===== src/rtl/tthg_pkg.sv =====
// ============================================================================
// tthg_pkg
// Shared types and constants for the thermal tier hysteresis guard.
// ============================================================================
package tthg_pkg;

    localparam int TEMP_W   = 9;
    localparam int TIER_W   = 2;
    localparam int NUM_REGS = 8;
    localparam int REG_IDX_W = $clog2(NUM_REGS);
    localparam int APB_DW   = 32;
    localparam int APB_AW   = REG_IDX_W + 2;

    typedef logic signed [TEMP_W-1:0] t_temp;
    typedef logic [TIER_W-1:0]        t_tier;
    typedef logic [REG_IDX_W-1:0]     t_reg_idx;

    // Tier codes.
    localparam t_tier TIER_COOL = 2'd0;
    localparam t_tier TIER_WARM = 2'd1;
    localparam t_tier TIER_HOT  = 2'd2;

    // Register indexes.
    localparam t_reg_idx REG_HOT_BAT  = 3'd0;
    localparam t_reg_idx REG_HOT_CPU  = 3'd1;
    localparam t_reg_idx REG_WARM_BAT = 3'd2;
    localparam t_reg_idx REG_WARM_CPU = 3'd3;
    localparam t_reg_idx REG_CLR_BAT  = 3'd4;
    localparam t_reg_idx REG_CLR_CPU  = 3'd5;
    localparam t_reg_idx REG_COOL_BAT = 3'd6;
    localparam t_reg_idx REG_COOL_CPU = 3'd7;

    // Reset values of the threshold registers, in register order.
    localparam t_temp RST_HOT_BAT  = 9'sd48;
    localparam t_temp RST_HOT_CPU  = 9'sd75;
    localparam t_temp RST_WARM_BAT = 9'sd45;
    localparam t_temp RST_WARM_CPU = 9'sd70;
    localparam t_temp RST_CLR_BAT  = 9'sd44;
    localparam t_temp RST_CLR_CPU  = 9'sd68;
    localparam t_temp RST_COOL_BAT = 9'sd42;
    localparam t_temp RST_COOL_CPU = 9'sd64;

    // All eight thresholds as seen by the tier logic.
    typedef struct packed {
        logic signed [TEMP_W-1:0] hot_bat;
        logic signed [TEMP_W-1:0] hot_cpu;
        logic signed [TEMP_W-1:0] warm_bat;
        logic signed [TEMP_W-1:0] warm_cpu;
        logic signed [TEMP_W-1:0] clr_bat;
        logic signed [TEMP_W-1:0] clr_cpu;
        logic signed [TEMP_W-1:0] cool_bat;
        logic signed [TEMP_W-1:0] cool_cpu;
    } t_limits;

endpackage


===== src/rtl/thermal_tier_hysteresis_guard.sv =====
// ============================================================================
// thermal_tier_hysteresis_guard
// Three-level thermal throttle tier (cool, warm, hot) with hysteresis.
// ============================================================================
//
//  Channel  | Signals                                        | Direction
//  ---------+------------------------------------------------+----------
//  in       | i_in_valid, o_in_ready, i_cpu_temperature,     | sink
//           | i_battery_temperature                          |
//  out      | o_out_valid, i_out_ready, o_tier,              | source
//           | o_tier_changed                                 |
//  config   | psel, penable, pwrite, paddr, pwdata, prdata,  | APB slave
//           | pready                                         |
//
//  A sample accepted at one edge is held in an input register; at the next
//  edge where the result register is free (or being drained) it is judged,
//  the tier register is updated and the result is registered, which raises
//  output valid. One transaction per cycle is sustained while the output is
//  not stalled, set by the single tier register feeding back through the
//  comparator logic. When the output is stalled the input register still
//  takes one more transaction before o_in_ready drops. Reset is synchronous
//  and active low; it returns the tier to cool and the thresholds to their
//  default values.
//
module thermal_tier_hysteresis_guard
    import tthg_pkg::*;
(
    input  logic              i_clk,
    input  logic              i_rst_n,

    // Input sample channel.
    input  logic              i_in_valid,
    output logic              o_in_ready,
    input  t_temp             i_cpu_temperature,
    input  t_temp             i_battery_temperature,

    // Result channel.
    output logic              o_out_valid,
    input  logic              i_out_ready,
    output t_tier             o_tier,
    output logic              o_tier_changed,

    // Threshold configuration port.
    input  logic              psel,
    input  logic              penable,
    input  logic              pwrite,
    input  logic [APB_AW-1:0] paddr,
    input  logic [APB_DW-1:0] pwdata,
    output logic [APB_DW-1:0] prdata,
    output logic              pready
);

    t_limits w_limits;

    // Input register stage.
    logic  r_in_valid;
    t_temp r_cpu;
    t_temp r_bat;

    // Tier state and result register.
    t_tier r_tier;
    logic  r_out_valid;
    t_tier r_out_tier;
    logic  r_out_changed;

    t_tier w_next_tier;
    logic  w_changed;
    logic  w_advance;

    assign pready = 1'b1;

    tthg_regs u_regs (
        .i_clk    (i_clk),
        .i_rst_n  (i_rst_n),
        .psel     (psel),
        .penable  (penable),
        .pwrite   (pwrite),
        .paddr    (paddr),
        .pwdata   (pwdata),
        .prdata   (prdata),
        .o_limits (w_limits)
    );

    tthg_tier u_tier (
        .i_cpu     (r_cpu),
        .i_bat     (r_bat),
        .i_prev    (r_tier),
        .i_limits  (w_limits),
        .o_next    (w_next_tier),
        .o_changed (w_changed)
    );

    // The held sample moves on whenever the result register can take it.
    assign w_advance  = r_in_valid && (!r_out_valid || i_out_ready);
    assign o_in_ready = !r_in_valid || w_advance;

    always_ff @(posedge i_clk) begin
        if (!i_rst_n) begin
            r_in_valid <= 1'b0;
        end else if (o_in_ready) begin
            r_in_valid <= i_in_valid;
        end
    end

    always_ff @(posedge i_clk) begin
        if (o_in_ready && i_in_valid) begin
            r_cpu <= i_cpu_temperature;
            r_bat <= i_battery_temperature;
        end
    end

    // The tier register is the only state that carries from one sample to the
    // next; it updates exactly when a result is written.
    always_ff @(posedge i_clk) begin
        if (!i_rst_n) begin
            r_tier      <= TIER_COOL;
            r_out_valid <= 1'b0;
        end else begin
            if (w_advance) begin
                r_tier      <= w_next_tier;
                r_out_valid <= 1'b1;
            end else if (i_out_ready) begin
                r_out_valid <= 1'b0;
            end
        end
    end

    always_ff @(posedge i_clk) begin
        if (w_advance) begin
            r_out_tier    <= w_next_tier;
            r_out_changed <= w_changed;
        end
    end

    assign o_out_valid    = r_out_valid;
    assign o_tier         = r_out_tier;
    assign o_tier_changed = r_out_changed;

endmodule


===== src/rtl/tthg_regs.sv =====
// ============================================================================
// tthg_regs
// APB-style register file holding the eight temperature thresholds.
// ============================================================================
module tthg_regs
    import tthg_pkg::*;
(
    input  logic              i_clk,
    input  logic              i_rst_n,
    input  logic              psel,
    input  logic              penable,
    input  logic              pwrite,
    input  logic [APB_AW-1:0] paddr,
    input  logic [APB_DW-1:0] pwdata,
    output logic [APB_DW-1:0] prdata,
    output t_limits           o_limits
);

    t_temp    r_regs [NUM_REGS];
    t_reg_idx w_idx;
    logic     w_wr;

    assign w_idx = paddr[APB_AW-1:2];
    assign w_wr  = psel & penable & pwrite;

    always_ff @(posedge i_clk) begin
        if (!i_rst_n) begin
            r_regs[REG_HOT_BAT]  <= RST_HOT_BAT;
            r_regs[REG_HOT_CPU]  <= RST_HOT_CPU;
            r_regs[REG_WARM_BAT] <= RST_WARM_BAT;
            r_regs[REG_WARM_CPU] <= RST_WARM_CPU;
            r_regs[REG_CLR_BAT]  <= RST_CLR_BAT;
            r_regs[REG_CLR_CPU]  <= RST_CLR_CPU;
            r_regs[REG_COOL_BAT] <= RST_COOL_BAT;
            r_regs[REG_COOL_CPU] <= RST_COOL_CPU;
        end else if (w_wr) begin
            r_regs[w_idx] <= pwdata[TEMP_W-1:0];
        end
    end

    // Reads return the threshold sign-extended to the bus width.
    assign prdata = {{(APB_DW-TEMP_W){r_regs[w_idx][TEMP_W-1]}}, r_regs[w_idx]};

    assign o_limits.hot_bat  = r_regs[REG_HOT_BAT];
    assign o_limits.hot_cpu  = r_regs[REG_HOT_CPU];
    assign o_limits.warm_bat = r_regs[REG_WARM_BAT];
    assign o_limits.warm_cpu = r_regs[REG_WARM_CPU];
    assign o_limits.clr_bat  = r_regs[REG_CLR_BAT];
    assign o_limits.clr_cpu  = r_regs[REG_CLR_CPU];
    assign o_limits.cool_bat = r_regs[REG_COOL_BAT];
    assign o_limits.cool_cpu = r_regs[REG_COOL_CPU];

endmodule


===== src/rtl/tthg_tier.sv =====
// ============================================================================
// tthg_tier
// Next-tier decision: compares one sample against the thresholds.
// ============================================================================
module tthg_tier
    import tthg_pkg::*;
(
    input  t_temp   i_cpu,
    input  t_temp   i_bat,
    input  t_tier   i_prev,
    input  t_limits i_limits,
    output t_tier   o_next,
    output logic    o_changed
);

    t_temp hot_bat, hot_cpu, warm_bat, warm_cpu;
    t_temp clr_bat, clr_cpu, cool_bat, cool_cpu;
    logic  to_hot, to_warm, may_clear, may_cool, stay_warm;

    assign hot_bat  = i_limits.hot_bat;
    assign hot_cpu  = i_limits.hot_cpu;
    assign warm_bat = i_limits.warm_bat;
    assign warm_cpu = i_limits.warm_cpu;
    assign clr_bat  = i_limits.clr_bat;
    assign clr_cpu  = i_limits.clr_cpu;
    assign cool_bat = i_limits.cool_bat;
    assign cool_cpu = i_limits.cool_cpu;

    assign to_hot    = (i_bat >= hot_bat)  || (i_cpu >= hot_cpu);
    assign to_warm   = (i_bat >= warm_bat) || (i_cpu >= warm_cpu);
    assign may_clear = (i_bat <= clr_bat)  && (i_cpu <= clr_cpu);
    assign may_cool  = (i_bat <= cool_bat) && (i_cpu <= cool_cpu);
    assign stay_warm = (i_bat >= cool_bat) || (i_cpu >  cool_cpu);

    always_comb begin
        unique case (i_prev)
            TIER_HOT: begin
                if (may_clear) begin
                    o_next = stay_warm ? TIER_WARM : TIER_COOL;
                end else begin
                    o_next = TIER_HOT;
                end
            end
            TIER_WARM: begin
                if (to_hot) begin
                    o_next = TIER_HOT;
                end else if (may_cool) begin
                    o_next = TIER_COOL;
                end else begin
                    o_next = TIER_WARM;
                end
            end
            default: begin
                // Cool, and the unused code, which behaves as cool.
                if (to_hot) begin
                    o_next = TIER_HOT;
                end else if (to_warm) begin
                    o_next = TIER_WARM;
                end else begin
                    o_next = TIER_COOL;
                end
            end
        endcase
    end

    assign o_changed = (o_next != i_prev);

endmodule


===== config.mk =====
export PLATFORM = sky130hd
export DESIGN_NAME = thermal_tier_hysteresis_guard
export DESIGN_NICKNAME = d
export VERILOG_FILES = /design/src/rtl/tthg_pkg.sv /design/src/rtl/thermal_tier_hysteresis_guard.sv /design/src/rtl/tthg_regs.sv /design/src/rtl/tthg_tier.sv
export SDC_FILE = /design/constraint.sdc
export NUM_CORES = 1
export LEC_CHECK = 0
export BUFFER_PORTS_ARGS = -buffer_cell sky130_fd_sc_hd__buf_4
export CAP_MARGIN = 20
export CORE_MARGIN = 3
export CORE_UTILIZATION = 47
export DETAILED_ROUTE_END_ITERATION = 8
export PLACE_DENSITY = 0.65
export SYNTH_ARGS = -nofsm -noshare
export SYNTH_HDL_FRONTEND = slang
export SYNTH_SLANG_ARGS = --single-unit

===== constraint.sdc =====
create_clock -name i_clk -period 2.7 [get_ports i_clk]
set_input_delay 0.135 -clock i_clk [delete_from_list [all_inputs] [get_ports i_clk]]
set_output_delay 0.135 -clock i_clk [all_outputs]
set_load 0.02 [all_outputs]

# Word level (Yosys, flattened, before mapping)

Memories as Yosys holds them, arrays and structs flattened.
Cells that the tools add are included.

Output and inout port bits: 38
RAM bits: 72
Word-level logic and storage cells: 52
Memories: 1
Register bits: 25
Bits of input ports: 62

Muxes and demuxes: 16
Bitwise logic cells: 2
Equality and inequality tests: 3
Magnitude comparators: 10
Reductions and logical operators: 13

Memories:

| memory        | words | width | read ports | clocked after memory_dff | write ports | line            | source |
|---|---|---|---|---|---|---|---|
| u_regs.r_regs | 8     | 9     | 9          | 0                        | 8           | tthg_regs.sv:19 | `t_temp r_regs [NUM_REGS];` |

Operator list:

| kind                                           | count |
|---|---|
| greater-or-equal comparator 9 bit              | 5 |
| less-or-equal comparator 9 bit                 | 4 |
| two-way mux 1 bit                              | 10 |
| > comparator 9 bit                             | 1 |
| two-way mux 9 bit                              | 1 |
| OR reduction 9 bit                             | 1 |
| two-way mux 2 bit                              | 3 |
| logical OR 1 bit                               | 5 |
| logical AND 1 bit                              | 4 |
| one-hot mux 2 bit (2 select lines)             | 1 |
| two-way mux 3 bit                              | 1 |
| AND 1 bit                                      | 2 |
| == test 2 x 1 -> 1 bit (second input constant) | 1 |
| == test 2 bit (second input constant)          | 1 |
| logical NOT 1 bit                              | 2 |
| != test 2 bit                                  | 1 |
| nonzero test 2 bit                             | 1 |

# Longest topological paths before layout

Gate-level depths: netlist (run 1).

Word-level depth: 7
Mapped depth: 10
Gate-level depth less buffers: 10

# Cells and area by module

A second synthesis (run 1) with hierarchy kept.

Cell total of the unflattened synthesis: 545
Area total of the unflattened synthesis: 6,426.2 um^2

Modules (own cells, without submodules):

| module                        | instances | area an instance (um^2) | sequential area each (um^2) | cells an instance |
|---|---|---|---|---|
| tthg_regs                     | 1         | 3,597.2                 | 2,162.1                     | 240 |
| tthg_tier                     | 1         | 2,015.7                 | 0.0                         | 265 |
| thermal_tier_hysteresis_guard | 1         | 813.3                   | 710.7                       | 40 |

# Least setup slack after synthesis (run 1)

Ideal clock, no wire load.

Path type: register to register
From: register r_cpu[6]
To: register r_out_changed, in the netlist o_tier_changed, data pin
Period minus slack after synthesis: 2.400 ns
Path slack: 0.300 ns
Required time: 2.441 ns
Setup time: 0.259 ns
Path buffers: 0
Data arrival time: 2.142 ns
Cell stages (with the launch flop): 10
Path through: edfxtp_1 -> ha_1 -> a21o_1 -> a2111oi_1 -> o221a_1 -> o22ai_2 -> or2_1 -> a21o_1 -> nand3_2 -> mux2i_1

Cells in the longest elaborated chain, start to end: 6
Elaborated cells between the ends (all ways): 18
Those cells by class: order compare (5); eq/ne (1); mux (7); reduce/logical (5)

Ends and longest elaborated chain:

| what                                                            | line                                              | source |
|---|---|---|
| from (decl)                                                     | thermal_tier_hysteresis_guard.sv:57               | `t_temp r_cpu;` |
| from (signal assigned)                                          | thermal_tier_hysteresis_guard.sv:107              | `r_cpu <= i_cpu_temperature;` |
| greater-or-equal comparator 9 bit, or another cell as far along | tthg_tier.sv:30                                   | `assign to_warm = (i_bat >= warm_bat) \|\| (i_cpu >= warm_cpu);` |
| logical OR 1 bit, or another cell as far along                  | tthg_tier.sv:30                                   |  |
| two-way mux 1 bit (on tied branches)                            | tthg_tier.sv:57, tthg_tier.sv:39, tthg_tier.sv:47 |  |
| two-way mux 2 bit (on tied branches)                            | tthg_tier.sv:55, tthg_tier.sv:38, tthg_tier.sv:45 |  |
| one-hot mux 2 bit (2 select lines) *                            | tthg_tier.sv:36                                   | `unique case (i_prev)` |
| named net u_tier.o_next[0]                                      | tthg_tier.sv:12                                   | `output t_tier o_next,` |
| != test 2 bit *                                                 | tthg_tier.sv:66                                   | `assign o_changed = (o_next != i_prev);` |
| named net u_tier.o_changed                                      | tthg_tier.sv:13                                   | `output logic o_changed` |
| to (signal assigned)                                            | thermal_tier_hysteresis_guard.sv:131              | `r_out_changed <= w_changed;` |
| to (decl)                                                       | thermal_tier_hysteresis_guard.sv:64               | `logic r_out_changed;` |

The timed path passes the listed nets; every way through them passes the cells marked *.
A chain may end at the register's enable or synchronous reset.

# Worst setup path in the final report (run 1)

From: register r_cpu[8]
To: register r_out_changed, in the netlist o_tier_changed, data pin

The elaborated chain is that of the path after synthesis.

==> impl_results.html, run 1 <==
<table>
<tr><th>Metric</th><th>Value</th></tr>
<tr><th colspan="2">Cells and area</th></tr>
<tr><td>Signed area change from the synthesized netlist to the final layout</td><td>18.6%</td></tr>
<tr><td>Diodes inserted</td><td>0</td></tr>
<tr><td>Fin util</td><td>57.9%</td></tr>
<tr><td>Commonest cells after routing, fill and taps aside</td><td>93 x edfxtp_1, 90 x buf_4, 74 x inv_1</td></tr>
<tr><td>Nets</td><td>774</td></tr>
<tr><td>Most common library cell in the layout ignoring fill and taps</td><td>edfxtp_1</td></tr>
<tr><td>Fraction of layout cells with a size suffix above 1</td><td>20.7%</td></tr>
<tr><th colspan="2">CTS</th></tr>
<tr><td>Clock slew at the register clock pins of the worst setup and hold paths</td><td>0.07 ns</td></tr>
<tr><td>Clock insertion delay at the later pin of the skew report</td><td>0.36 ns</td></tr>
<tr><td>CTS max path bufs</td><td>2</td></tr>
<tr><td>Library cell used as clock root buffer</td><td>clkbuf_16</td></tr>
<tr><td>TritonCTS clock tree</td><td>built</td></tr>
<tr><td>CTS HTree Levels</td><td>3</td></tr>
<tr><td>Number of sinks on the clock net</td><td>97</td></tr>
<tr><td>CTS buffer count</td><td>9</td></tr>
<tr><th colspan="2">Global route</th></tr>
<tr><td>Via count of the first global-routing pass</td><td>4,308</td></tr>
<tr><td>Total Routing Usage GR</td><td>22.3%</td></tr>
<tr><td>Largest net degree at the start of global routing</td><td>29</td></tr>
<tr><td>GRT overflow</td><td>0</td></tr>
<tr><td>First-pass GRT wire length</td><td>24.2 mm</td></tr>
<tr><td>Number of antenna violations at the first check in global routing</td><td>0</td></tr>
<tr><th colspan="2">Floorplanning</th></tr>
<tr><td>Die Ht</td><td>121 um</td></tr>
<tr><td>Width of the die</td><td>121 um</td></tr>
<tr><td>Initial core utilization</td><td>48.8%</td></tr>
<tr><td>Site row count</td><td>41</td></tr>
<tr><td>I/O pin total</td><td>100</td></tr>
<tr><td>Area of the die</td><td>14,700 um2</td></tr>
<tr><td>Area of the placeable core</td><td>12,800 um2</td></tr>
<tr><th colspan="2">Setup path</th></tr>
<tr><td>Max stage delay cell, worst path</td><td>edfxtp_1</td></tr>
<tr><td>Cell breakdown of the critical path</td><td>ha_1, or3b_1, a211oi_1, a32oi_1, a22oi_2, nand3b_1, a21o_1, nand3_2, mux2i_1</td></tr>
<tr><td>Kind of cell adding the most delay to the critical path</td><td>compound AO/OA/AOI/OAI gates</td></tr>
<tr><td>Number of buffer and inverter instances along the worst setup path</td><td>0</td></tr>
<tr><td>Worst endpoint required time</td><td>2.91 ns</td></tr>
<tr><td>Endpoint arrival time on the critical path</td><td>2.84 ns</td></tr>
<tr><td>Sort of element at the start of the critical path</td><td>flip-flop</td></tr>
<tr><td>Top fanout value on the critical path</td><td>4</td></tr>
<tr><td>Critical Path Max Stage Delay</td><td>0.48 ns</td></tr>
<tr><td>Critical path type</td><td>reg2reg</td></tr>
<tr><td>Sort of element at the end of the critical path</td><td>flip-flop</td></tr>
<tr><th colspan="2">Power</th></tr>
<tr><td>Internal Pwr Total</td><td>2.82 mW</td></tr>
<tr><td>Sequential cell fraction of total power</td><td>46.0%</td></tr>
<tr><td>P_leak</td><td>3.21 nW</td></tr>
<tr><td>Clock network fraction of total power</td><td>33.5%</td></tr>
<tr><td>PD cells</td><td>530 nW/um2</td></tr>
<tr><td>Power dissipated by switching net loads</td><td>1.11 mW</td></tr>
<tr><td>Sw Share</td><td>28.2%</td></tr>
<tr><td>Worst VDD drop</td><td>0.372 mV</td></tr>
<tr><td>Logic gate share of total power</td><td>20.5%</td></tr>
<tr><th colspan="2">Synth</th></tr>
<tr><td>Adder and majority cell fraction of the synthesized area</td><td>14.8%</td></tr>
<tr><td>Mean post-synth cell area</td><td>11.2 um2</td></tr>
<tr><td>Xor and xnor fraction of the mapped netlist area</td><td>0.140%</td></tr>
<tr><td>Compound-gate portion of the synthesized area</td><td>8.67%</td></tr>
<tr><td>Count of mapped cells out of synthesis</td><td>557</td></tr>
<tr><td>Proportion of synthesized chip area in sequential cells</td><td>45.9%</td></tr>
<tr><td>Count of different cell masters after synthesis</td><td>57</td></tr>
<tr><td>Multiplexer fraction of the synthesized cell area</td><td>6.38%</td></tr>
<tr><td>Post-synthesis simple-gate area fraction</td><td>15.9%</td></tr>
<tr><td>Leading area contributor after synthesis</td><td>edfxtp_1</td></tr>
<tr><td>Post-synth EDFFs</td><td>93</td></tr>
<tr><td>Syn Nets</td><td>693</td></tr>
<tr><td>Count of yosys warnings during synthesis</td><td>0</td></tr>
<tr><td>Primary flip-flop cell chosen by synthesis mapping</td><td>edfxtp_1</td></tr>
<tr><td>Largest family of logic cells by synthesized area</td><td>simple AND/OR/NAND/NOR gates</td></tr>
<tr><td>Async set or reset register ratio after synthesis</td><td>0%</td></tr>
<tr><td>Cell area after synthesis</td><td>6260 um2</td></tr>
<tr><td>Cell types occupying the most area after synthesis</td><td>edfxtp_1 45%, ha_1 15%, and2_1 5.2%, mux4_2 5.0%, inv_1 4.4%</td></tr>
<tr><td>Area share of the leading cell type in the synthesized netlist</td><td>44.6%</td></tr>
<tr><td>Flop and latch count out of synthesis</td><td>97</td></tr>
<tr><th colspan="2">Timing</th></tr>
<tr><td>Worst-case headroom to the max-slew limit</td><td>67.8%</td></tr>
<tr><td>Measured slew at the worst slew-check pin</td><td>0.470 ns</td></tr>
<tr><td>Final Critical Period</td><td>2.63 ns</td></tr>
<tr><td>Number of failing hold endpoints at the final stage</td><td>0</td></tr>
<tr><td>WHS</td><td>0.0172 ns</td></tr>
<tr><td>Achievable Freq</td><td>380 MHz</td></tr>
<tr><td>Clock skew</td><td>0.00452 ns</td></tr>
<tr><td>Final period util</td><td>97.3%</td></tr>
<tr><td>Number of endpoints failing setup at the final stage</td><td>0</td></tr>
<tr><td>Number of pins exceeding their max-slew limit in the final report</td><td>0</td></tr>
<tr><th colspan="2">Route</th></tr>
<tr><td>Number of vias after detailed routing</td><td>4,441</td></tr>
<tr><td>Detailed-route vias per instance</td><td>5.45</td></tr>
<tr><td>Average wire per cell in the routed design</td><td>19.8 um</td></tr>
<tr><td>Final antenna-violating net count</td><td>0</td></tr>
<tr><td>Length of the first detailed-routing pass in iterations</td><td>5</td></tr>
<tr><td>DRT iter0 DRCs</td><td>414</td></tr>
<tr><td>Final wirelength</td><td>16.1 mm</td></tr>
<tr><td>Residual DRC count</td><td>0</td></tr>
<tr><th colspan="2">Placed design</th></tr>
<tr><td>Final weighted congestion in routability-driven placement</td><td>0.882</td></tr>
<tr><td>Count of buffers from port buffering</td><td>73</td></tr>
<tr><td>Detail Placement HPWL</td><td>12.3 mm</td></tr>
<tr><th colspan="2">Status</th></tr>
<tr><td>Result of the run</td><td>completed</td></tr>
<tr><th colspan="2">Flow run</th></tr>
<tr><td>Max-cap violation count</td><td>0</td></tr>
<tr><th colspan="2">Worst hold path</th></tr>
<tr><td>Worst min-delay path category</td><td>in2reg</td></tr>
</table>
-- cell type report --
type	instances	area, um2
Clock buffer	11	233
Clock inverter	5	63.8
Multi-Input combinational cell	348	2910
Sequential cell	97	2870
Fill cell	1061	5400
Tap cell	172	215
Timing Repair Buffer	108	856
Inverter	74	278
-- per-stage QoR --
step	TNS, ns	setup WS, ns	instance area, um2	cells	power [mW]
2_1_floorplan	0	0.300	6260	557	2.35
3_3_place_gp	0	0.118	6870	775	2.59
3_5_place_dp	0	0.0986	6870	775	2.61
4_1_cts	0	0.0737	7350	809	3.93
5_1_grt	-0.0118	-0.0118	7430	815	4.10
6_report	0	0.0718	7430	815	3.94
-- repair_timing --
item | in CTS | in global routing
buffers inserted | 0 | 6
resized for setup | 0 | 6
setup endpoints to repair | 0 | 1
hold endpoints to repair | 18 | 0
hold buffers | 18 | 0
-- flip-flops by register name (all words and copies together) (netlist names) --
signal and flops:
u_regs.r_regs 72, r_in_valid 1, r_bat 9, o_tier 2, r_tier 2, r_cpu 9
o_out_valid 1, o_tier_changed 1
-- synthesized netlist by cell type, drive strengths merged, types with 3 or more instances --
library cell and n:
dfxtp 4, nand2 24, a2111oi 4, nand4 10
edfxtp 93, nand3 12, buf 28, a21oi 14
nand2b 14, mux2i 5, o21ai 16, clkbuf 10
a211oi 6, ha 74, nor3 6, or3 17
inv 74, mux4 14, nor2b 5, a21o 10
nor2 21, mux2 3, and2 52, or3b 4
nand3b 3
-- power groups by stage --
stage	Sequential (mW)	Clock (mW)	Combinational (mW)
2_1_floorplan	1.81	0	0.535
3_3_place_gp	1.84	0	0.748
3_5_place_dp	1.84	0	0.769
4_1_cts	1.81	1.33	0.793
5_1_grt	1.82	1.39	0.885
6_report	1.81	1.32	0.808
-- worst paths after layout --
kind	startpoint	end	slack [ns]	cells past startpoint
hold / removal	i_in_valid	r_in_valid$_SDFFE_PN0N_	0.02	3
setup / recovery	r_cpu[8]$_DFFE_PP_	o_tier_changed$_DFFE_PP_	0.07	9
setup reg to reg	r_cpu[8]$_DFFE_PP_	o_tier_changed$_DFFE_PP_	0.07	9
hold reg to reg	r_in_valid$_SDFFE_PN0N_	o_out_valid$_SDFFE_PN0P_	0.52	1
-- cell families (layout without fill, tap and decap cells) --
logic type / Yosys count / after routing
flip-flops: 97 / 97
other: 1 / 1
multiplexers: 22 / 22
AO/OA/AOI/OAI: 76 / 76
buffers and inverters: 112 / 198
XOR/XNOR: 1 / 1
adder cells (fa/ha/maj): 74 / 74
AND/OR/NAND/NOR: 174 / 174
-- tightest hold or removal path, delay by kind of cell --
kind / cells / cell delay, ns
buf+inv: 1 / 0.08
compound gates: 1 / 0.03
simple gates: 1 / 0.08
-- metal layers --
metal	global-route usage [%]	vias to the layer above	routed length [um]
met4	8.89	0	461
met2	34.1	134	7250
met1	32.0	2136	7650
met5	0	-	0
met3	3.26	26	754
li1	-	2145	-
(Power assumes the default switching activity.)
==> run 2: changes to the inputs <==
--- a/config.mk
+++ b/config.mk
@@ -13,4 +13,5 @@
 export PLACE_DENSITY = 0.65
 export SYNTH_ARGS = -nofsm -noshare
 export SYNTH_HDL_FRONTEND = slang
+export SYNTH_HIERARCHICAL = 1
 export SYNTH_SLANG_ARGS = --single-unit
==> impl_results.html, run 2 <==
<table>
<tr><th>Metric</th><th>Value</th></tr>
<tr><th colspan="2">Cells and area</th></tr>
<tr><td>Combined area of the multi-input logic cells</td><td>3050 um2</td></tr>
<tr><td>Diodes inserted</td><td>0</td></tr>
<tr><td>Signed area change from the synthesized netlist to the final layout</td><td>17.9%</td></tr>
<tr><td>Fill count</td><td>1,090</td></tr>
<tr><td>Registers with the highest flip-flop counts</td><td>u_regs/r_regs (72), r_bat (9), r_cpu (9)</td></tr>
<tr><td>Fraction of layout cells with a size suffix above 1</td><td>20.6%</td></tr>
<tr><td>Total area of sequential cells</td><td>2870 um2</td></tr>
<tr><td>Max FFs per register</td><td>72</td></tr>
<tr><td>Fin util</td><td>57.0%</td></tr>
<tr><td>Nets</td><td>766</td></tr>
<tr><td>Most common library cell in the layout ignoring fill and taps</td><td>edfxtp_1</td></tr>
<tr><td>Commonest cells after routing, fill and taps aside</td><td>93 x edfxtp_1, 92 x buf_4, 73 x inv_1</td></tr>
<tr><td>Largest reg by FF count</td><td>u_regs/r_regs</td></tr>
<tr><th colspan="2">Power</th></tr>
<tr><td>Worst VDD drop</td><td>0.319 mV</td></tr>
<tr><td>P_leak</td><td>3.36 nW</td></tr>
<tr><td>PD cells</td><td>515 nW/um2</td></tr>
<tr><td>Overall Power</td><td>3.90 mW</td></tr>
<tr><th colspan="2">Synth</th></tr>
<tr><td>Cell types occupying the most area after synthesis</td><td>edfxtp_1 43%, ha_1 14%, and2_1 5.1%, inv_1 4.3%, mux4_1 4.1%</td></tr>
<tr><td>Post-synth EDFFs</td><td>93</td></tr>
<tr><td>Async set or reset register ratio after synthesis</td><td>0%</td></tr>
<tr><td>Flop and latch count out of synthesis</td><td>97</td></tr>
<tr><td>Count of yosys warnings during synthesis</td><td>6</td></tr>
<tr><td>Count of mapped cells out of synthesis</td><td>545</td></tr>
<tr><td>Primary flip-flop cell chosen by synthesis mapping</td><td>edfxtp_1</td></tr>
<tr><td>Syn Nets</td><td>681</td></tr>
<tr><td>Mean post-synth cell area</td><td>11.8 um2</td></tr>
<tr><td>Count of different cell masters after synthesis</td><td>66</td></tr>
<tr><td>Most frequent cells after synthesis</td><td>93 x edfxtp_1, 74 x ha_1, 74 x inv_1</td></tr>
<tr><td>Cell area after synthesis</td><td>6430 um2</td></tr>
<tr><td>Area share of the leading cell type in the synthesized netlist</td><td>43.5%</td></tr>
<tr><td>Proportion of synthesized chip area in sequential cells</td><td>44.7%</td></tr>
<tr><td>Leading area contributor after synthesis</td><td>edfxtp_1</td></tr>
<tr><td>Count leader, synth</td><td>edfxtp_1</td></tr>
<tr><th colspan="2">Route</th></tr>
<tr><td>Residual DRC count</td><td>0</td></tr>
<tr><td>Final antenna-violating net count</td><td>0</td></tr>
<tr><td>Detailed-route vias per instance</td><td>5.60</td></tr>
<tr><td>DRT iter0 DRCs</td><td>273</td></tr>
<tr><td>Number of vias after detailed routing</td><td>4,539</td></tr>
<tr><td>Average wire per cell in the routed design</td><td>20.2 um</td></tr>
<tr><td>Final wirelength</td><td>16.4 mm</td></tr>
<tr><td>Length of the first detailed-routing pass in iterations</td><td>5</td></tr>
<tr><th colspan="2">Placed design</th></tr>
<tr><td>Detail Placement HPWL</td><td>12.7 mm</td></tr>
<tr><td>Final weighted congestion in routability-driven placement</td><td>0.914</td></tr>
<tr><td>Count of buffers from port buffering</td><td>73</td></tr>
<tr><th colspan="2">Setup path</th></tr>
<tr><td>Max stage delay cell, worst path</td><td>edfxtp_1</td></tr>
<tr><td>CP startpoint</td><td>u_regs/r_regs[7][6]$_SDFFCE_PN1P_</td></tr>
<tr><td>Critical Path Max Stage Delay</td><td>0.42 ns</td></tr>
<tr><td>Cell breakdown of the critical path</td><td>inv_2, ha_4, a21o_1, a2111o_1, or3_1, o221a_1, o31ai_4, and3_1, o21ai_1</td></tr>
<tr><td>Sort of element at the end of the critical path</td><td>flip-flop</td></tr>
<tr><td>FF-to-FF path depth</td><td>9</td></tr>
<tr><td>Sort of element at the start of the critical path</td><td>flip-flop</td></tr>
<tr><td>Top fanout value on the critical path</td><td>2</td></tr>
<tr><td>Critical path type</td><td>reg2reg</td></tr>
<tr><td>Worst endpoint required time</td><td>2.81 ns</td></tr>
<tr><td>Critical Path Sink</td><td>o_tier_changed$_DFFE_PP_</td></tr>
<tr><td>Endpoint arrival time on the critical path</td><td>2.72 ns</td></tr>
<tr><td>Slack of the worst reg-to-reg path</td><td>0.09 ns</td></tr>
<tr><td>Worst reg2reg startpoint</td><td>u_regs/r_regs[7][6]$_SDFFCE_PN1P_</td></tr>
<tr><td>Reg-to-reg endpoint</td><td>o_tier_changed$_DFFE_PP_</td></tr>
<tr><th colspan="2">Floorplanning</th></tr>
<tr><td>Area of the die</td><td>15,100 um2</td></tr>
<tr><td>Width of the die</td><td>123 um</td></tr>
<tr><td>Site row count</td><td>42</td></tr>
<tr><td>Area of the placeable core</td><td>13,300 um2</td></tr>
<tr><td>Die Ht</td><td>123 um</td></tr>
<tr><td>Initial core utilization</td><td>48.3%</td></tr>
<tr><td>I/O pin total</td><td>100</td></tr>
<tr><th colspan="2">Worst hold path</th></tr>
<tr><td>Worst min-delay path category</td><td>in2reg</td></tr>
<tr><th colspan="2">CTS</th></tr>
<tr><td>CTS max path bufs</td><td>2</td></tr>
<tr><td>Clock insertion delay at the later pin of the skew report</td><td>0.35 ns</td></tr>
<tr><td>CTS HTree Levels</td><td>3</td></tr>
<tr><td>TritonCTS clock tree</td><td>built</td></tr>
<tr><td>Library cell used as clock root buffer</td><td>clkbuf_16</td></tr>
<tr><td>Number of sinks on the clock net</td><td>97</td></tr>
<tr><td>Clock slew at the register clock pins of the worst setup and hold paths</td><td>0.07 ns</td></tr>
<tr><td>CTS buffer count</td><td>9</td></tr>
<tr><th colspan="2">Global route</th></tr>
<tr><td>Total Routing Usage GR</td><td>22.6%</td></tr>
<tr><td>Via count of the first global-routing pass</td><td>4,451</td></tr>
<tr><td>Number of antenna violations at the first check in global routing</td><td>0</td></tr>
<tr><td>First-pass GRT wire length</td><td>24.7 mm</td></tr>
<tr><td>Largest net degree at the start of global routing</td><td>25</td></tr>
<tr><td>GRT overflow</td><td>0</td></tr>
<tr><th colspan="2">Status</th></tr>
<tr><td>Result of the run</td><td>completed</td></tr>
<tr><th colspan="2">Timing</th></tr>
<tr><td>Number of failing hold endpoints at the final stage</td><td>0</td></tr>
<tr><td>Final Critical Period</td><td>2.61 ns</td></tr>
<tr><td>Achievable Freq</td><td>383 MHz</td></tr>
<tr><td>Final period util</td><td>96.7%</td></tr>
<tr><td>Fin Setup TNS</td><td>0 ns</td></tr>
<tr><td>Number of pins exceeding their max-slew limit in the final report</td><td>0</td></tr>
<tr><td>Worst-case headroom to the max-slew limit</td><td>64.6%</td></tr>
<tr><td>Setup repair after global routing missed its margin</td><td>no</td></tr>
<tr><td>Clock skew</td><td>0.00781 ns</td></tr>
<tr><td>Measured slew at the worst slew-check pin</td><td>0.531 ns</td></tr>
<tr><td>Number of endpoints failing setup at the final stage</td><td>0</td></tr>
<tr><th colspan="2">Flow run</th></tr>
<tr><td>Max-cap violation count</td><td>0</td></tr>
</table>
## run 2: cell count changes in the layout (fill, tap and decap cells not counted), sizes merged, moves of 5 or more
cell	previous run	this run
and3	1	11
mux2	3	8
nand2	24	18
nand2b	14	33
nor2	21	6
o21ai	16	10
or3	17	1
## run 2: report_power, final
group | total (mW) | switching (mW) | internal [mW] | leakage, nW
Clock | 1.26 | 0.547 | 0.708 | 0.136
Sequential | 1.81 | 0.0676 | 1.74 | 0.933
Combinational | 0.837 | 0.452 | 0.385 | 2.29
Total | 3.90 | 1.07 | 2.83 | 3.36
## run 2: final cells by class
cell class	instances	area share, %
well taps	176	2.91
multi-input cells	337	40.2
clock inverters	5	0.611
repair buffers	110	11.5
inverters	75	3.73
flip-flops and latches	97	37.9
clock buffers	11	3.07
## run 2: metrics by stage
stage	cell area, um2	setup WS (ns)	hold WS [ns]	instances
floorplan	6430	0.0213	0.234	545
global placement	7060	0.0451	0.313	775
detailed placement	7060	0.0610	0.315	775
CTS	7520	0.0368	0.00918	809
global route	7570	0.00953	0.0403	811
finish	7570	0.0879	0.0155	811
## run 2: what timing repair did
item	in CTS	in global routing
gates resized for setup	0	6
endpoints found under the setup margin	0	3
endpoints found under the hold margin	18	0
hold buffers	18	0
buffers inserted	0	2
## run 2: cell families after synthesis
kind of cell	count (synthesis)	share of synthesized area, %
AOI/OAI and AO/OA	71	8.28
and+or+nand+nor	161	15.5
adders and majority gates	74	14.4
muxes	29	8.47
DFF	97	44.7
other	1	0.0584
xor gates and xnor gates	1	0.136
buffers and inverters	111	8.47
## run 2: how the worst min path moves through the flow
| stage | from | end | slack [ns] | depth (start not counted) |
|---|---|---|---|---|
| after floorplan | i_battery_temperature[0] | r_bat[0]$_DFFE_PP_ | 0.23 | 0 |
| after detailed placement | i_cpu_temperature[1] | r_cpu[1]$_DFFE_PP_ | 0.32 | 1 |
| after global routing | i_in_valid | r_in_valid$_SDFFE_PN0P_ | 0.04 | 3 |
| after CTS | i_in_valid | r_in_valid$_SDFFE_PN0P_ | 0.009 | 3 |
| after global placement | i_cpu_temperature[3] | r_cpu[3]$_DFFE_PP_ | 0.31 | 1 |
| final | i_in_valid | r_in_valid$_SDFFE_PN0P_ | 0.02 | 3 |
## run 2: worst max-delay path, delay by kind of cell, from the launching register on
kind,cells,cell delay [ns]
flops,1,0.42
simple gates,2,0.56
fa+ha+maj,1,0.20
compound gates,5,1.10
buf+inv,1,0.09
## run 2: routing by layer
layer	global-route usage (%)	vias to the layer above	share of wire, %
met2	35.7	169	47
met5	0	-	0
met1	30.0	2192	43
met4	11.8	0	4.2
met3	3.89	43	6.2
li1	-	2135	-
==> run 3: changes to the inputs <==
--- a/config.mk
+++ b/config.mk
@@ -8,9 +8,9 @@
 export BUFFER_PORTS_ARGS = -buffer_cell sky130_fd_sc_hd__buf_4
 export CAP_MARGIN = 20
 export CORE_MARGIN = 3
-export CORE_UTILIZATION = 47
+export CORE_UTILIZATION = 46
 export DETAILED_ROUTE_END_ITERATION = 8
-export PLACE_DENSITY = 0.65
+export PLACE_DENSITY = 0.64
 export SYNTH_ARGS = -nofsm -noshare
 export SYNTH_HDL_FRONTEND = slang
 export SYNTH_HIERARCHICAL = 1
==> impl_results.html, run 3 (synthesis gave the netlist of run 2 again) <==
<table>
<tr><th>Metric</th><th>Value</th></tr>
<tr><th colspan="2">Status</th></tr>
<tr><td>Result of the run</td><td>completed</td></tr>
<tr><th colspan="2">Power</th></tr>
<tr><td>Worst VDD drop</td><td>0.287 mV</td></tr>
<tr><td>P_leak</td><td>3.41 nW</td></tr>
<tr><td>Overall Power</td><td>4.01 mW</td></tr>
<tr><td>PD cells</td><td>524 nW/um2</td></tr>
<tr><th colspan="2">Global route</th></tr>
<tr><td>First-pass GRT wire length</td><td>24.5 mm</td></tr>
<tr><td>GRT overflow</td><td>0</td></tr>
<tr><td>Total Routing Usage GR</td><td>22.0%</td></tr>
<tr><td>Via count of the first global-routing pass</td><td>4,493</td></tr>
<tr><td>Number of antenna violations at the first check in global routing</td><td>0</td></tr>
<tr><td>Largest net degree at the start of global routing</td><td>26</td></tr>
<tr><th colspan="2">Flow run</th></tr>
<tr><td>Max-cap violation count</td><td>0</td></tr>
<tr><th colspan="2">Timing</th></tr>
<tr><td>Measured slew at the worst slew-check pin</td><td>0.551 ns</td></tr>
<tr><td>Final Critical Period</td><td>2.62 ns</td></tr>
<tr><td>Worst-case headroom to the max-slew limit</td><td>63.2%</td></tr>
<tr><td>Clock skew</td><td>0.00503 ns</td></tr>
<tr><td>Fin Setup TNS</td><td>0 ns</td></tr>
<tr><td>Number of endpoints failing setup at the final stage</td><td>0</td></tr>
<tr><td>Number of failing hold endpoints at the final stage</td><td>0</td></tr>
<tr><td>Setup repair after global routing missed its margin</td><td>no</td></tr>
<tr><td>Number of pins exceeding their max-slew limit in the final report</td><td>0</td></tr>
<tr><td>WHS</td><td>0.0240 ns</td></tr>
<tr><td>Final period util</td><td>97.2%</td></tr>
<tr><td>Achievable Freq</td><td>381 MHz</td></tr>
<tr><th colspan="2">CTS</th></tr>
<tr><td>TritonCTS clock tree</td><td>built</td></tr>
<tr><td>CTS buffer count</td><td>9</td></tr>
<tr><td>Clock slew at the register clock pins of the worst setup and hold paths</td><td>0.07 ns</td></tr>
<tr><td>Clock insertion delay at the later pin of the skew report</td><td>0.35 ns</td></tr>
<tr><td>Library cell used as clock root buffer</td><td>clkbuf_16</td></tr>
<tr><td>Number of sinks on the clock net</td><td>97</td></tr>
<tr><td>CTS max path bufs</td><td>2</td></tr>
<tr><td>CTS HTree Levels</td><td>3</td></tr>
<tr><th colspan="2">Setup path</th></tr>
<tr><td>CP startpoint</td><td>r_cpu[6]$_DFFE_PP_</td></tr>
<tr><td>Worst endpoint required time</td><td>2.80 ns</td></tr>
<tr><td>Sort of element at the start of the critical path</td><td>flip-flop</td></tr>
<tr><td>Number of buffer and inverter instances along the worst setup path</td><td>2</td></tr>
<tr><td>Kind of cell adding the most delay to the critical path</td><td>compound AO/OA/AOI/OAI gates</td></tr>
<tr><td>Max stage delay cell, worst path</td><td>or4b_1</td></tr>
<tr><td>Critical Path Max Stage Delay</td><td>0.53 ns</td></tr>
<tr><td>Cell type with the highest occurrence count on the critical path</td><td>buf_4</td></tr>
<tr><td>Top fanout value on the critical path</td><td>3</td></tr>
<tr><td>Cell breakdown of the critical path</td><td>buf_4, buf_4, ha_1, or4b_1, a21oi_2, o31a_1, o22ai_2, o31ai_4, and3_1, o21ai_1</td></tr>
<tr><td>Sort of element at the end of the critical path</td><td>flip-flop</td></tr>
<tr><td>Worst reg2reg startpoint</td><td>r_cpu[6]$_DFFE_PP_</td></tr>
<tr><td>Endpoint arrival time on the critical path</td><td>2.72 ns</td></tr>
<tr><td>Critical path type</td><td>reg2reg</td></tr>
<tr><th colspan="2">Cells and area</th></tr>
<tr><td>Most common library cell in the layout ignoring fill and taps</td><td>buf_4</td></tr>
<tr><td>Largest reg by FF count</td><td>u_regs/r_regs</td></tr>
<tr><td>Fraction of layout cells with a size suffix above 1</td><td>21.8%</td></tr>
<tr><td>Commonest cells after routing, fill and taps aside</td><td>98 x buf_4, 93 x edfxtp_1, 74 x inv_1</td></tr>
<tr><td>Fill count</td><td>1,142</td></tr>
<tr><td>Signed area change from the synthesized netlist to the final layout</td><td>19.2%</td></tr>
<tr><td>Max FFs per register</td><td>72</td></tr>
<tr><td>Registers with the highest flip-flop counts</td><td>u_regs/r_regs (72), r_bat (9), r_cpu (9)</td></tr>
<tr><td>Diodes inserted</td><td>0</td></tr>
<tr><td>Nets</td><td>772</td></tr>
<tr><th colspan="2">Route</th></tr>
<tr><td>Length of the first detailed-routing pass in iterations</td><td>5</td></tr>
<tr><td>Average wire per cell in the routed design</td><td>20.2 um</td></tr>
<tr><td>Final antenna-violating net count</td><td>0</td></tr>
<tr><td>Residual DRC count</td><td>0</td></tr>
<tr><td>Detailed-route vias per instance</td><td>5.60</td></tr>
<tr><td>DRT iter0 DRCs</td><td>317</td></tr>
<tr><td>Number of vias after detailed routing</td><td>4,572</td></tr>
<tr><td>Final wirelength</td><td>16.5 mm</td></tr>
<tr><th colspan="2">Floorplanning</th></tr>
<tr><td>Site row count</td><td>42</td></tr>
<tr><td>Area of the placeable core</td><td>13,500 um2</td></tr>
<tr><td>Width of the die</td><td>124 um</td></tr>
<tr><td>I/O pin total</td><td>100</td></tr>
<tr><td>Initial core utilization</td><td>47.8%</td></tr>
<tr><td>Area of the die</td><td>15,400 um2</td></tr>
<tr><td>Die Ht</td><td>124 um</td></tr>
<tr><th colspan="2">Placed design</th></tr>
<tr><td>Final weighted congestion in routability-driven placement</td><td>0.861</td></tr>
<tr><td>Detail Placement HPWL</td><td>12.7 mm</td></tr>
<tr><td>Count of buffers from port buffering</td><td>73</td></tr>
<tr><th colspan="2">Worst hold path</th></tr>
<tr><td>Startpoint of the worst hold path</td><td>i_in_valid</td></tr>
<tr><td>Worst min-delay path category</td><td>in2reg</td></tr>
</table>
==> run 3: cell count changes in the layout (fill, tap and decap cells not counted), sizes merged <==
| cell | change |
|---|---|
| buf | +6 |
| clkinv | -2 |
| clkinvlp | +2 |
| bufinv | +1 |
| clkbuf | -1 |
==> run 3: area by class of cell <==
type | count | area, um2 | share of cell area [%]
flip-flops and latches | 97 | 2870 | 37.5
clock inverters | 6 | 82.6 | 1.08
inverters | 75 | 283 | 3.69
repair buffers | 116 | 916 | 12.0
multi-input cells | 337 | 3060 | 39.9
clock buffers | 10 | 229 | 2.99
well taps | 176 | 220 | 2.88
==> run 3: report_power, final <==
group	internal [mW]	leakage, nW	switching (mW)
Clock	0.806	0.144	0.555
Sequential	1.74	0.933	0.0664
Combinational	0.389	2.33	0.457
Total	2.93	3.41	1.08
==> run 3: final timing paths <==
kind | endpoint | slack, ns | depth (start not counted)
worst min-delay path | r_in_valid$_SDFFE_PN0P_ | 0.02 | 3
worst min register to register | r_tier[0]$_SDFFE_PN0P_ | 0.49 | 2
worst max-delay path | o_tier_changed$_DFFE_PP_ | 0.08 | 10
worst max register to register | o_tier_changed$_DFFE_PP_ | 0.08 | 10
==> run 3: per-stage QoR <==
stage                     setup slack (ns)  utilization [%]  instance area [um2]  cells
after floorplan                     0.0213                -                 6430    545
after global placement              0.0163             52.1                 7020    769
after detailed placement           -0.0245             52.1                 7020    769
after CTS                          0.00365             55.9                 7510    804
after global routing                0.0102             56.9                 7660    817
final                               0.0766             56.9                 7660    817
==> run 3: routing by layer <==
metal	vias up	global-route usage (%)	routed length (um)
met1	2220	28.0	6950
met2	184	37.6	7970
met3	28	3.00	1110
met5	-	0	0
met4	0	9.65	468
li1	2140	-	-
==> run 3: worst min-delay path, delay by kind of cell <==
family / cells / cell delay (ns)
and+or+nand+nor: 1 / 0.09
AOI/OAI and AO/OA: 1 / 0.03
buffers and inverters: 1 / 0.08
==> run 3: repair_timing <==
item                       CTS  global route
cloned                       0             0
gates resized for setup      0             7
hold endpoints to repair    18             0
pin swaps                    1             7
setup endpoints to repair    1             1
hold buffers                18             0
buffers inserted             1            13
